`src/rtl/fbp_pkg.sv`:
```
package fbp_pkg;

	// field widths
	localparam int unsigned BYTE_W = 8;
	localparam int unsigned ID_W   = 64;
	localparam int unsigned SEQ_W  = 32;

	// frame layout
	localparam logic [BYTE_W-1:0] ID_BYTES      = 8'd8;
	localparam logic [BYTE_W-1:0] SEQ_BYTES     = 8'd4;
	localparam logic [BYTE_W-1:0] HEADER_BYTES  = 8'd16;
	localparam logic [BYTE_W-1:0] VERSION_RESET = 8'd1;

	// parser phase, one-hot
	typedef enum logic [6:0] {
		PH_VER  = 7'b0000001,
		PH_CMD  = 7'b0000010,
		PH_LEN  = 7'b0000100,
		PH_TYPE = 7'b0001000,
		PH_ID   = 7'b0010000,
		PH_SEQ  = 7'b0100000,
		PH_PL   = 7'b1000000
	} phase_t;

endpackage

```
`src/rtl/fbp_rx_if.sv`:
```
interface fbp_rx_if;
	logic       valid;
	logic       ready;
	logic [7:0] rx_byte;

	modport source (output valid, output rx_byte, input ready);
	modport sink (input valid, input rx_byte, output ready);
endinterface

```
`src/rtl/fbp_res_if.sv`:
```
interface fbp_res_if;
	logic        valid;
	logic        ready;
	logic [7:0]  payload_byte;
	logic        payload_valid;
	logic        frame_done;
	logic [7:0]  frame_command;
	logic [7:0]  frame_length;
	logic [7:0]  frame_dev_kind;
	logic [63:0] frame_dev_id;
	logic [31:0] frame_seq;

	modport source (
		output valid, output payload_byte, output payload_valid, output frame_done,
		output frame_command, output frame_length, output frame_dev_kind,
		output frame_dev_id, output frame_seq, input ready
	);
	modport sink (
		input valid, input payload_byte, input payload_valid, input frame_done,
		input frame_command, input frame_length, input frame_dev_kind,
		input frame_dev_id, input frame_seq, output ready
	);
endinterface

```
`src/rtl/frame_header_byte_parser.sv`:
```
// channel | dir | payload                                    | request
// rx      | in  | rx_byte                                    | one received byte
// res     | out | payload byte/valid, frame_done, header set | payload byte or frame end
// cfg     | in  | cfg_we, cfg_wdata                          | version byte write
//
// One byte is taken per cycle unless a stalled result holds the input off; its result
// shows in the result register the next cycle. A byte is taken whenever the result
// register is empty or being drained now; bytes without a result still need that slot.
// Reset clears the phase to hunting, the header fields to zero and the version to 1.
module frame_header_byte_parser (
	input  logic                     clk,
	input  logic                     arst_n,
	input  logic                     cfg_we,
	input  logic [fbp_pkg::BYTE_W-1:0] cfg_wdata,
	fbp_rx_if.sink                   rx,
	fbp_res_if.source                res
);
	import fbp_pkg::*;

	phase_t            phase_q, phase_d;
	logic [BYTE_W-1:0] version_q;
	logic [BYTE_W-1:0] count_q, count_d, count_inc;
	logic [BYTE_W-1:0] cmd_q, cmd_d;
	logic [BYTE_W-1:0] len_q, len_d;
	logic [BYTE_W-1:0] type_q, type_d;
	logic [ID_W-1:0]   id_q, id_d;
	logic [SEQ_W-1:0]  seq_q, seq_d;

	logic              emit;
	logic              pvalid;
	logic              done;
	logic [BYTE_W-1:0] pbyte;
	logic              accept;
	logic              out_valid_q;

	assign rx.ready = !out_valid_q || res.ready;
	assign accept   = rx.valid && rx.ready;
	assign count_inc = count_q + 8'd1;

	// next state and result for the byte at the input
	always_comb begin
		phase_d = phase_q;
		count_d = count_q;
		cmd_d   = cmd_q;
		len_d   = len_q;
		type_d  = type_q;
		id_d    = id_q;
		seq_d   = seq_q;
		emit    = 1'b0;
		pvalid  = 1'b0;
		done    = 1'b0;
		pbyte   = '0;
		unique case (phase_q)
			PH_CMD: begin
				cmd_d   = rx.rx_byte;
				phase_d = PH_LEN;
			end
			PH_LEN: begin
				len_d   = rx.rx_byte;
				phase_d = PH_TYPE;
			end
			PH_TYPE: begin
				type_d  = rx.rx_byte;
				count_d = '0;
				phase_d = PH_ID;
			end
			PH_ID: begin
				id_d    = {id_q[ID_W-BYTE_W-1:0], rx.rx_byte};
				count_d = count_inc;
				if (count_inc >= ID_BYTES) begin
					count_d = '0;
					phase_d = PH_SEQ;
				end
			end
			PH_SEQ: begin
				seq_d   = {seq_q[SEQ_W-BYTE_W-1:0], rx.rx_byte};
				count_d = count_inc;
				if (count_inc >= SEQ_BYTES) begin
					count_d = '0;
					// no payload: the last sequence byte ends the frame
					if (len_q <= HEADER_BYTES) begin
						phase_d = PH_VER;
						emit    = 1'b1;
						done    = 1'b1;
					end else begin
						phase_d = PH_PL;
					end
				end
			end
			PH_PL: begin
				count_d = count_inc;
				done    = (count_inc >= (len_q - HEADER_BYTES));
				if (done) begin
					phase_d = PH_VER;
					count_d = '0;
				end
				emit   = 1'b1;
				pvalid = 1'b1;
				pbyte  = rx.rx_byte;
			end
			default: begin
				// hunting; a match opens a frame with cleared header
				if (rx.rx_byte == version_q) begin
					cmd_d   = '0;
					len_d   = '0;
					type_d  = '0;
					id_d    = '0;
					seq_d   = '0;
					count_d = '0;
					phase_d = PH_CMD;
				end else begin
					phase_d = PH_VER;
				end
			end
		endcase
	end

	// parser state
	always_ff @(posedge clk or negedge arst_n) begin
		if (!arst_n) begin
			phase_q <= PH_VER;
			count_q <= '0;
			cmd_q   <= '0;
			len_q   <= '0;
			type_q  <= '0;
			id_q    <= '0;
			seq_q   <= '0;
		end else if (accept) begin
			phase_q <= phase_d;
			count_q <= count_d;
			cmd_q   <= cmd_d;
			len_q   <= len_d;
			type_q  <= type_d;
			id_q    <= id_d;
			seq_q   <= seq_d;
		end
	end

	// version register
	always_ff @(posedge clk or negedge arst_n) begin
		if (!arst_n) begin
			version_q <= VERSION_RESET;
		end else if (cfg_we) begin
			version_q <= cfg_wdata;
		end
	end

	// result valid
	always_ff @(posedge clk or negedge arst_n) begin
		if (!arst_n) begin
			out_valid_q <= 1'b0;
		end else if (accept) begin
			out_valid_q <= emit;
		end else if (res.ready) begin
			out_valid_q <= 1'b0;
		end
	end

	// result payload
	always_ff @(posedge clk) begin
		if (accept && emit) begin
			res.payload_byte   <= pbyte;
			res.payload_valid  <= pvalid;
			res.frame_done     <= done;
			res.frame_command  <= cmd_d;
			res.frame_length   <= len_d;
			res.frame_dev_kind <= type_d;
			res.frame_dev_id   <= id_d;
			res.frame_seq      <= seq_d;
		end
	end

	assign res.valid = out_valid_q;

endmodule

```
`src/flat_wrapper.sv`:
```
// flat-port wrapper written by rule: the top's interface ports become plain ports
module frame_header_byte_parser_flat import fbp_pkg::*;
  (clk, arst_n, cfg_we, cfg_wdata, rx_valid, rx_rx_byte, rx_ready, res_valid, res_payload_byte, res_payload_valid, res_frame_done, res_frame_command, res_frame_length, res_frame_dev_kind, res_frame_dev_id, res_frame_seq, res_ready);
  fbp_rx_if rx_i ();
  fbp_res_if res_i ();
  input  logic clk;
  input  logic arst_n;
  input  logic cfg_we;
  input  logic [fbp_pkg::BYTE_W-1:0] cfg_wdata;
  input wire logic [$bits(rx_i.valid)-1:0] rx_valid;
  input wire logic [$bits(rx_i.rx_byte)-1:0] rx_rx_byte;
  output wire logic [$bits(rx_i.ready)-1:0] rx_ready;
  output wire logic [$bits(res_i.valid)-1:0] res_valid;
  output wire logic [$bits(res_i.payload_byte)-1:0] res_payload_byte;
  output wire logic [$bits(res_i.payload_valid)-1:0] res_payload_valid;
  output wire logic [$bits(res_i.frame_done)-1:0] res_frame_done;
  output wire logic [$bits(res_i.frame_command)-1:0] res_frame_command;
  output wire logic [$bits(res_i.frame_length)-1:0] res_frame_length;
  output wire logic [$bits(res_i.frame_dev_kind)-1:0] res_frame_dev_kind;
  output wire logic [$bits(res_i.frame_dev_id)-1:0] res_frame_dev_id;
  output wire logic [$bits(res_i.frame_seq)-1:0] res_frame_seq;
  input wire logic [$bits(res_i.ready)-1:0] res_ready;
  assign rx_i.valid = rx_valid;
  assign rx_i.rx_byte = rx_rx_byte;
  assign rx_ready = rx_i.ready;
  assign res_valid = res_i.valid;
  assign res_payload_byte = res_i.payload_byte;
  assign res_payload_valid = res_i.payload_valid;
  assign res_frame_done = res_i.frame_done;
  assign res_frame_command = res_i.frame_command;
  assign res_frame_length = res_i.frame_length;
  assign res_frame_dev_kind = res_i.frame_dev_kind;
  assign res_frame_dev_id = res_i.frame_dev_id;
  assign res_frame_seq = res_i.frame_seq;
  assign res_i.ready = res_ready;
  frame_header_byte_parser u_core (.clk(clk), .arst_n(arst_n), .cfg_we(cfg_we), .cfg_wdata(cfg_wdata), .rx(rx_i), .res(res_i));
endmodule
```
`config.mk`:
```
export PLATFORM = sky130hd
export DESIGN_NAME = frame_header_byte_parser_flat
export DESIGN_NICKNAME = d
export VERILOG_FILES = /design/src/rtl/fbp_pkg.sv /design/src/rtl/fbp_rx_if.sv /design/src/rtl/fbp_res_if.sv /design/src/rtl/frame_header_byte_parser.sv /design/src/flat_wrapper.sv
export SDC_FILE = /design/constraint.sdc
export NUM_CORES = 1
export LEC_CHECK = 0
export BUFFER_PORTS_ARGS = -buffer_cell sky130_fd_sc_hd__buf_2
export CAP_MARGIN = 20
export CORE_ASPECT_RATIO = 1.75
export CORE_UTILIZATION = 57
export DETAILED_ROUTE_END_ITERATION = 6
export PLACE_DENSITY = 0.79
export SLEW_MARGIN = 10
export SYNTH_ARGS = -nofsm -noshare
export SYNTH_HDL_FRONTEND = slang
export SYNTH_SLANG_ARGS = --single-unit
```
`constraint.sdc`:
```
create_clock -name clk -period 7.24 [get_ports clk]
set_input_delay 0.362 -clock clk [delete_from_list [all_inputs] [get_ports clk]]
set_output_delay 0.362 -clock clk [all_outputs]
set_load 0.1 [all_outputs]
```
==> Flow_metrics.wiki, run 1 <==
{| class="wikitable"
! Metric !! Value
|-
| Final setup violation count || 0
|-
| Top achievable clock speed || 286 MHz
|-
| Top library cells by usage in the layout, fill and taps aside || 240 x sky130_fd_sc_hd__a22o_1, 151 x sky130_fd_sc_hd__buf_2, 142 x sky130_fd_sc_hd__dfrtp_1, 130 x sky130_fd_sc_hd__edfxtp_1, 26 x sky130_fd_sc_hd__nand2_1
|-
| Cell type contributing the most total cell area after synthesis || sky130_fd_sc_hd__edfxtp_1
|-
| Detailed-route wire length || 25200 µm
|-
| Number of nets in the final layout || 935
|-
| CTS H-tree depth || 1
|-
| Count of standard-cell rows || 67
|-
| Routability congestion estimate from global placement || 0.891
|-
| Vias in the first global route || 7209
|-
| Yosys reg bits || 274
|-
| Tot Pwr || 3.11 mW
|-
| Mapped Nets || 808
|-
| Die boundary height || 187 µm
|-
| Static leakage || 5.86 nW
|-
| HPWL after detailed placement || 16300 µm
|-
| Clock-pin slew on the worst setup and hold paths || 0.07 ns
|-
| Die area || 0.0202 mm²
|-
| Die extent in x || 108 µm
|-
| DRC marker count from the first detailed-route iteration || 397
|-
| Yosys cell types || 48
|-
| Setup repair after global routing missed its margin || false
|-
| Number of buffers added by the clock tree synthesis step || 23
|-
| Gate Count Post-Synth || 777
|-
| Ratio of cells with drive above 1 in the final layout || 23.7%
|-
| Final critical delay including setup and external delays || 3.49 ns
|-
| Part of the Yosys area used for sequential elements || 67.1%
|-
| Post-synthesis async set-or-reset flop share || 52.6%
|-
| Vias || 7438
|-
| Cell types with the largest area share after synthesis || sky130_fd_sc_hd__edfxtp_1 35%, sky130_fd_sc_hd__dfrtp_1 32%, sky130_fd_sc_hd__a22o_1 19%
|-
| Tightest slew margin relative to the limit || 25.6%
|-
| Clock sink count || 274
|-
| Outcome || complete, no violations
|-
| Wire length of the first global-routing pass || 39400 µm
|-
| Overall track demand over capacity in global routing || 25.2%
|-
| Area used by sequential logic in the layout || 0.00751 mm²
|-
| Antenna Violating Nets Remaining || 0
|-
| Count of unresolved DRC violations after routing || 0
|-
| Portion of synthesized cell area occupied by the leading cell type || 34.9%
|-
| Worst Setup Path Type || reg -> reg
|-
| Clk_skew || 0.0183 ns
|-
| Hold Path Class || in -> reg
|-
| Clock insertion delay at the later pin of the skew report || 0.51 ns
|-
| Total congestion overflow || 0
|-
| Number of hold-slack violations in the final timing report || 0
|-
| Predominant post-synthesis flop cell || sky130_fd_sc_hd__dfrtp_1
|-
| I/O Pins || 153
|-
| Max-cap violations || 0
|-
| Routed wirelength normalized by instance count || 21.7 µm
|-
| Maximum vdd ir drop || 193 µV
|-
| Vias per cell || 6.40
|-
| Count of cells resized by post-cts repair || 0
|-
| Portion of the clock cycle consumed by the worst path in the final layout || 48.2%
|-
| Leading cell type in the layout, fill and taps excluded || sky130_fd_sc_hd__a22o_1
|-
| Startpoint class of the critical path || flip-flop
|-
| YS warnings || 0
|-
| Initial antenna violation count || 0
|-
| Number of detailed-routing iterations run before antenna repair || 5
|-
| Maximum count of clock buffers along a single path || 3
|-
| Worst path required time || 7.37 ns
|-
| Starting density of the core || 58.3%
|-
| Area taken by multi-input logic gates || 0.00343 mm²
|-
| Clock Root Buffer || sky130_fd_sc_hd__clkbuf_16
|-
| TritonCTS clock tree || done
|-
| Number of enable flip-flop cells after synthesis || 130
|-
| Measured slew at the worst slew-check pin || 1.11 ns
|-
| Data arrival time of the critical path || 3.62 ns
|-
| Area grow syn2layout || 15.4%
|-
| Highest net fanout along the worst path || 62
|-
| Final Max Slew Viols || 0
|-
| Area of the core || 0.0192 mm²
|-
| Aggregate negative setup slack || 0 ns
|-
| PwrDens || 241 mW/mm²
|-
| Ant. Diodes || 0
|-
| Port-buffer cells || 152
|-
| Endpoint type of the worst setup path || flip-flop
|-
| Pin count of the biggest net entering global routing || 81
|-
| Fill count || 1370
|-
| Mean instance size in the synthesized netlist || 14.4 µm²
|-
| Post-synth design cell area || 0.0112 mm²
|}
[final timing paths]
kind,start,endpoint,slack [ns],depth (start not counted)
worst max-delay path,u_core.phase_q[1],u_core.res.frame_dev_id[27],3.75,7
worst min-delay path,cfg_wdata[3],u_core.version_q[3],0.08,2
worst max register to register,u_core.phase_q[1],u_core.res.frame_dev_id[27],3.75,7
worst min register to register,u_core.id_q[57],u_core.id_q[57],0.50,1
max in group asynchronous,arst_n,u_core.id_q[60],5.39,3
min in group asynchronous,arst_n,u_core.seq_q[25],0.44,2
[worst max-delay path: stages, from the launching register on]
cell and delay, ns:
sky130_fd_sc_hd__dfrtp_1 0.43, sky130_fd_sc_hd__or3_1 0.51, sky130_fd_sc_hd__or3_1 0.45, sky130_fd_sc_hd__a211oi_1 0.26, sky130_fd_sc_hd__or2_2 0.18, sky130_fd_sc_hd__and2_4 0.34
sky130_fd_sc_hd__buf_16 0.32, sky130_fd_sc_hd__buf_4 0.60
[report_power, final]
part	internal [mW]	leakage [nW]	switching (mW)	total, mW
clock network	0.706	0.359	0.524	1.23
registers	1.67	3.32	0.0396	1.71
logic	0.0846	2.18	0.0830	0.168
[Yosys cell counts (4+ instances only)]
cell	number
sky130_fd_sc_hd__inv_1	10
sky130_fd_sc_hd__ha_1	10
sky130_fd_sc_hd__nor3_1	12
sky130_fd_sc_hd__and2_1	15
sky130_fd_sc_hd__edfxtp_1	130
sky130_fd_sc_hd__clkbuf_1	50
sky130_fd_sc_hd__nand2b_1	10
sky130_fd_sc_hd__xor2_1	4
sky130_fd_sc_hd__o21ai_0	11
sky130_fd_sc_hd__nor2_1	13
sky130_fd_sc_hd__dfrtp_1	142
sky130_fd_sc_hd__nand3_1	6
sky130_fd_sc_hd__buf_2	9
sky130_fd_sc_hd__mux2_2	9
sky130_fd_sc_hd__a21oi_1	8
sky130_fd_sc_hd__a22o_1	240
sky130_fd_sc_hd__or3_1	7
sky130_fd_sc_hd__xnor2_1	12
sky130_fd_sc_hd__a21o_1	7
sky130_fd_sc_hd__nand2_1	27
[metrics by stage]
stage	area, µm²	setup slack (ns)	hold slack, ns	util (%)	instances
floorplan	11200	1.57	0.0664	-	777
CTS	12900	3.45	0.0640	67.1	1161
finish	12900	3.75	0.0790	67.3	1162
global placement	12100	3.64	0.432	63.1	1117
detailed placement	12100	3.48	0.437	63.2	1118
global route	12900	3.56	0.0725	67.3	1162
[registers in the layout (all words and copies together), names as in the netlist, 32 cells and up]
register                 cells
u_core.res.frame_seq        32
u_core.id_q                 64
u_core.res.frame_dev_id     64
u_core.seq_q                32
[per-layer routing]
layer / up-vias / GRT usage [%] / part of all wire (%)
met1: 3783 / 32.4 / 39
met3: 59 / 3.17 / 5.0
met4: 0 / 10.5 / 4.0
li1: 3301 / - / -
met2: 295 / 42.9 / 52
met5: - / 0 / 0
[logic make-up (layout without fill, tap and decap cells)]
family | Yosys count | count (layout) | share of synthesized area (%)
compound gates | 283 | 283 | 21.3
xor+xnor | 17 | 17 | 1.47
fa+ha+maj | 10 | 10 | 1.12
buf+inv | 72 | 216 | 2.52
flops | 274 | 274 | 67.1
mux | 10 | 10 | 0.995
simple gates | 111 | 111 | 5.46
[final cells by class]
| type | count | share of cell area [%] |
|---|---|---|
| clock buffer | 37 | 5.18 |
| inverter | 10 | 0.291 |
| tap | 241 | 2.34 |
| timing repair buffer | 164 | 6.91 |
| multi-input combinational | 431 | 26.5 |
| sequential | 274 | 58.2 |
| clock inverter | 5 | 0.591 |
[repair_timing]
item                      CTS  global route
hold buffers                1             0
hold endpoints to repair   73             0
setup buffers               0             0
(Power assumes the default switching activity.)
==> inputs of run 2 (changes only) <==
--- a/config.mk
+++ b/config.mk
@@ -8,9 +8,9 @@
 export BUFFER_PORTS_ARGS = -buffer_cell sky130_fd_sc_hd__buf_2
 export CAP_MARGIN = 20
 export CORE_ASPECT_RATIO = 1.75
-export CORE_UTILIZATION = 57
+export CORE_UTILIZATION = 52
 export DETAILED_ROUTE_END_ITERATION = 6
-export PLACE_DENSITY = 0.79
+export PLACE_DENSITY = 0.76
 export SLEW_MARGIN = 10
 export SYNTH_ARGS = -nofsm -noshare
 export SYNTH_HDL_FRONTEND = slang
==> constraint.sdc (replaced) <==
create_clock -name clk -period 2.9 [get_ports clk]
set_input_delay 0.145 -clock clk [delete_from_list [all_inputs] [get_ports clk]]
set_output_delay 0.145 -clock clk [all_outputs]
set_load 0.1 [all_outputs]
==> run 2 against run 1 <==
Clock power rose to 2.7 times the previous value; critical path depth rose by 2; sequential power rose by 150%; critical path type unchanged.
==> Flow_metrics.wiki, run 2 (same netlist as run 1, synthesis figures left out) <==
{| class="wikitable"
! Metric !! Value
|-
| Clock insertion delay at the later pin of the skew report || 0.53 ns (+0.02 ns)
|-
| Leading cell type in the layout, fill and taps excluded || sky130_fd_sc_hd__a22o_1
|-
| Count of unresolved DRC violations after routing || 0 (unchanged)
|-
| Reg-to-reg startpoint || u_core.count_q[0]
|-
| Area taken by multi-input logic gates || 0.00346 mm² (+1.1%)
|-
| Ant. Diodes || 0 (unchanged)
|-
| Met3 demand-to-capacity share in global routing || 2.81% (-0.36 points)
|-
| Total congestion overflow || 0 (unchanged)
|-
| Count of standard-cell rows || 70 (+4.5%)
|-
| Slowest stage delay, CP || 0.44 ns (-0.16 ns)
|-
| Hold Path Class || in -> reg
|-
| Clock Root Buffer || sky130_fd_sc_hd__clkbuf_16
|-
| Wire length of the first global-routing pass || 39700 µm (+0.70%)
|-
| Switching power of the nets || 1.72 mW (+170%)
|-
| Critical path's top delay family || compound AO/OA/AOI/OAI gates
|-
| Tot Pwr || 7.99 mW (+160%)
|-
| DRC marker count from the first detailed-route iteration || 448 (+13%)
|-
| Die extent in x || 113 µm (+4.6%)
|-
| Number of hold-slack violations in the final timing report || 0 (unchanged)
|-
| Final Max Slew Viols || 0 (unchanged)
|-
| Clk_skew || 0.0276 ns (+0.00923 ns)
|-
| I/O Pins || 153 (unchanged)
|-
| Routed wirelength normalized by instance count || 21.4 µm (-1.5%)
|-
| Highest net fanout along the worst path || 48 (-23%)
|-
| Top library cells by usage in the layout, fill and taps aside || 240 x sky130_fd_sc_hd__a22o_1, 151 x sky130_fd_sc_hd__buf_2, 140 x sky130_fd_sc_hd__dfrtp_1, 130 x sky130_fd_sc_hd__edfxtp_1, 28 x sky130_fd_sc_hd__buf_4
|-
| Number of nets in the final layout || 970 (+3.7%)
|-
| Worst Setup Path Type || reg -> reg
|-
| Final critical delay including setup and external delays || 2.77 ns (-0.716 ns)
|-
| Crit. Startpoint || u_core.count_q[0]
|-
| Overall track demand over capacity in global routing || 23.4% (-1.8 points)
|-
| Pin count of the biggest net entering global routing || 74 (-8.6%)
|-
| CTS H-tree depth || 1 (unchanged)
|-
| Setup repair after global routing missed its margin || false
|-
| Endpoint type of the worst setup path || flip-flop
|-
| Max-cap violations || 0 (unchanged)
|-
| Portion of the clock cycle consumed by the worst path in the final layout || 95.7% (+47 points)
|-
| Worst path required time || 3.15 ns (-4.22 ns)
|-
| Die boundary height || 196 µm (+4.6%)
|-
| PwrDens || 597 mW/mm² (+150%)
|-
| CP cell instances || ha_4 > buf_4 > a211o_1 > a211o_1 > a2bb2oi_1 > a211oi_2 > or2_2 > and2_4 > buf_12
|-
| Vias || 7415 (-0.31%)
|-
| Die area || 0.0221 mm² (+9.5%)
|-
| Clock-pin slew on the worst setup and hold paths || 0.07 ns (about the same)
|-
| Number of buffer and inverter instances along the worst setup path || 2 (unchanged)
|-
| Final instance area || 0.0134 mm² (+3.6%)
|-
| Vias per cell || 6.13 (-4.2%)
|-
| Number of detailed-routing iterations run before antenna repair || 5 (unchanged)
|-
| Fraction of power spent switching nets || 21.5% (+0.73 points)
|-
| Initial antenna violation count || 0 (unchanged)
|-
| Combinational cell fraction of total power || 5.7% (+0.3 points)
|-
| Measured slew at the worst slew-check pin || 0.725 ns (-0.388 ns)
|-
| Maximum vdd ir drop || 557 µV (+190%)
|-
| Tightest slew margin relative to the limit || 51.2% (+26 points)
|-
| Ratio of cells with drive above 1 in the final layout || 27.1% (+3.4 points)
|-
| Top achievable clock speed || 360 MHz (+26%)
|-
| Global-route track usage on met2 || 43.5% (+0.59 points)
|-
| Sequential Power Share || 53.5% (-1.5 points)
|-
| Routability congestion estimate from global placement || 0.923 (+3.6%)
|-
| Detailed-route wire length || 25800 µm (+2.5%)
|-
| Final setup violation count || 0 (unchanged)
|-
| Standard cell area after detailed placement || 0.0124 mm² (+2.3%)
|-
| Port-buffer cells || 152 (unchanged)
|-
| Cell internal pwr || 6.27 mW (+150%)
|-
| Static leakage || 6.09 nW (+3.9%)
|-
| Number of buffers added by the clock tree synthesis step || 24 (+4.3%)
|-
| Slowest stage cell, crit path || sky130_fd_sc_hd__dfrtp_2
|-
| Starting density of the core || 53.2% (-5.1 points)
|-
| Area used by sequential logic in the layout || 0.00751 mm² (about the same)
|-
| Worst min-delay path startpoint || cfg_we
|-
| TritonCTS clock tree || done
|-
| Data arrival time of the critical path || 3.02 ns (-0.60 ns)
|-
| Antenna Violating Nets Remaining || 0 (unchanged)
|-
| Clock power share || 40.9% (+1.3 points)
|-
| Vias in the first global route || 7210 (+0.014%)
|-
| Startpoint class of the critical path || flip-flop
|-
| Area grow syn2layout || 19.6%
|-
| Global routing's busiest layer || met2
|-
| Fill count || 1560 (+14%)
|-
| Clock sink count || 274 (unchanged)
|-
| Outcome || complete, no violations
|-
| Biggest registers after layout || u_core.id_q (64), u_core.res.frame_dev_id (64)
|-
| Final worst hold slack || 0.0185 ns (-0.0605 ns)
|-
| Cell mode on critical path || sky130_fd_sc_hd__a211o_1
|-
| Met1 capacity usage during global routing || 26.7% (-5.7 points)
|-
| Maximum count of clock buffers along a single path || 3 (unchanged)
|-
| HPWL after detailed placement || 17400 µm (+7.0%)
|-
| Area of the core || 0.0210 mm² (+9.5%)
|}
-- run 2: cell count changes in the layout (fill, tap and decap cells not counted), moves of 2 or more --
cell	delta
sky130_fd_sc_hd__buf_12	+6
sky130_fd_sc_hd__buf_4	+19
sky130_fd_sc_hd__dfrtp_1	-2
sky130_fd_sc_hd__clkinv_4	+3
sky130_fd_sc_hd__clkinv_8	+2
sky130_fd_sc_hd__clkinv_2	+3
sky130_fd_sc_hd__dfrtp_2	+2
sky130_fd_sc_hd__dlygate4sd3_1	+10
sky130_fd_sc_hd__clkbuf_1	-7
-- run 2: routing by layer --
| layer | wire length (µm) | part of all wire, % | up-vias |
|---|---|---|---|
| li1 | - | - | 3367 |
| met4 | 1100 | 4.3 | 0 |
| met3 | 1070 | 4.2 | 59 |
| met5 | 0 | 0 | - |
| met1 | 9420 | 36 | 3734 |
| met2 | 14200 | 55 | 255 |
-- run 2: final cells by class --
| class | count | area share [%] |
|---|---|---|
| clock inverter | 14 | 1.34 |
| tap | 252 | 2.36 |
| clock buffer | 30 | 4.81 |
| timing repair buffer | 198 | 9.17 |
| multi-input combinational | 431 | 25.9 |
| inverter | 10 | 0.281 |
| sequential | 274 | 56.1 |
-- run 2: power by group through the flow --
stage	logic, mW	registers [mW]	clock network, mW
finish	0.452	4.27	3.27
detailed placement	0.436	4.35	0
global placement	0.428	4.34	0
floorplan	0.294	4.32	0
CTS	0.451	4.27	3.34
global route	0.497	4.28	3.48
-- run 2: per-stage QoR --
stage                     cells  setup WS (ns)  utilization (%)  setup TNS, ns
after detailed placement   1153          0.100             59.0              0
final                      1209          0.126             63.6              0
after global routing       1209        0.00790             63.6              0
after CTS                  1208         0.0705             63.5              0
after global placement     1153          0.152             59.0              0
after floorplan             777        -0.0398                -          -5.17
-- run 2: path summary, 6_finish.rpt --
check,end,slack (ns),cells after the start
max,u_core.res.frame_dev_id[19],0.13,9
max reg2reg,u_core.res.frame_dev_id[19],0.13,9
max in group asynchronous,u_core.version_q[0],1.88,3
min,u_core.version_q[0],0.02,2
min in group asynchronous,u_core.seq_q[12],0.18,2
min reg2reg,u_core.seq_q[29],0.50,1
-- run 2: timing repair --
action / 4_1_cts / 5_1_grt
buffers inserted: 0 / 1
hold buffers: 11 / 0
endpoints found under the hold margin: 79 / 0
resized for setup: 0 / 7
setup endpoints to repair: 0 / 129
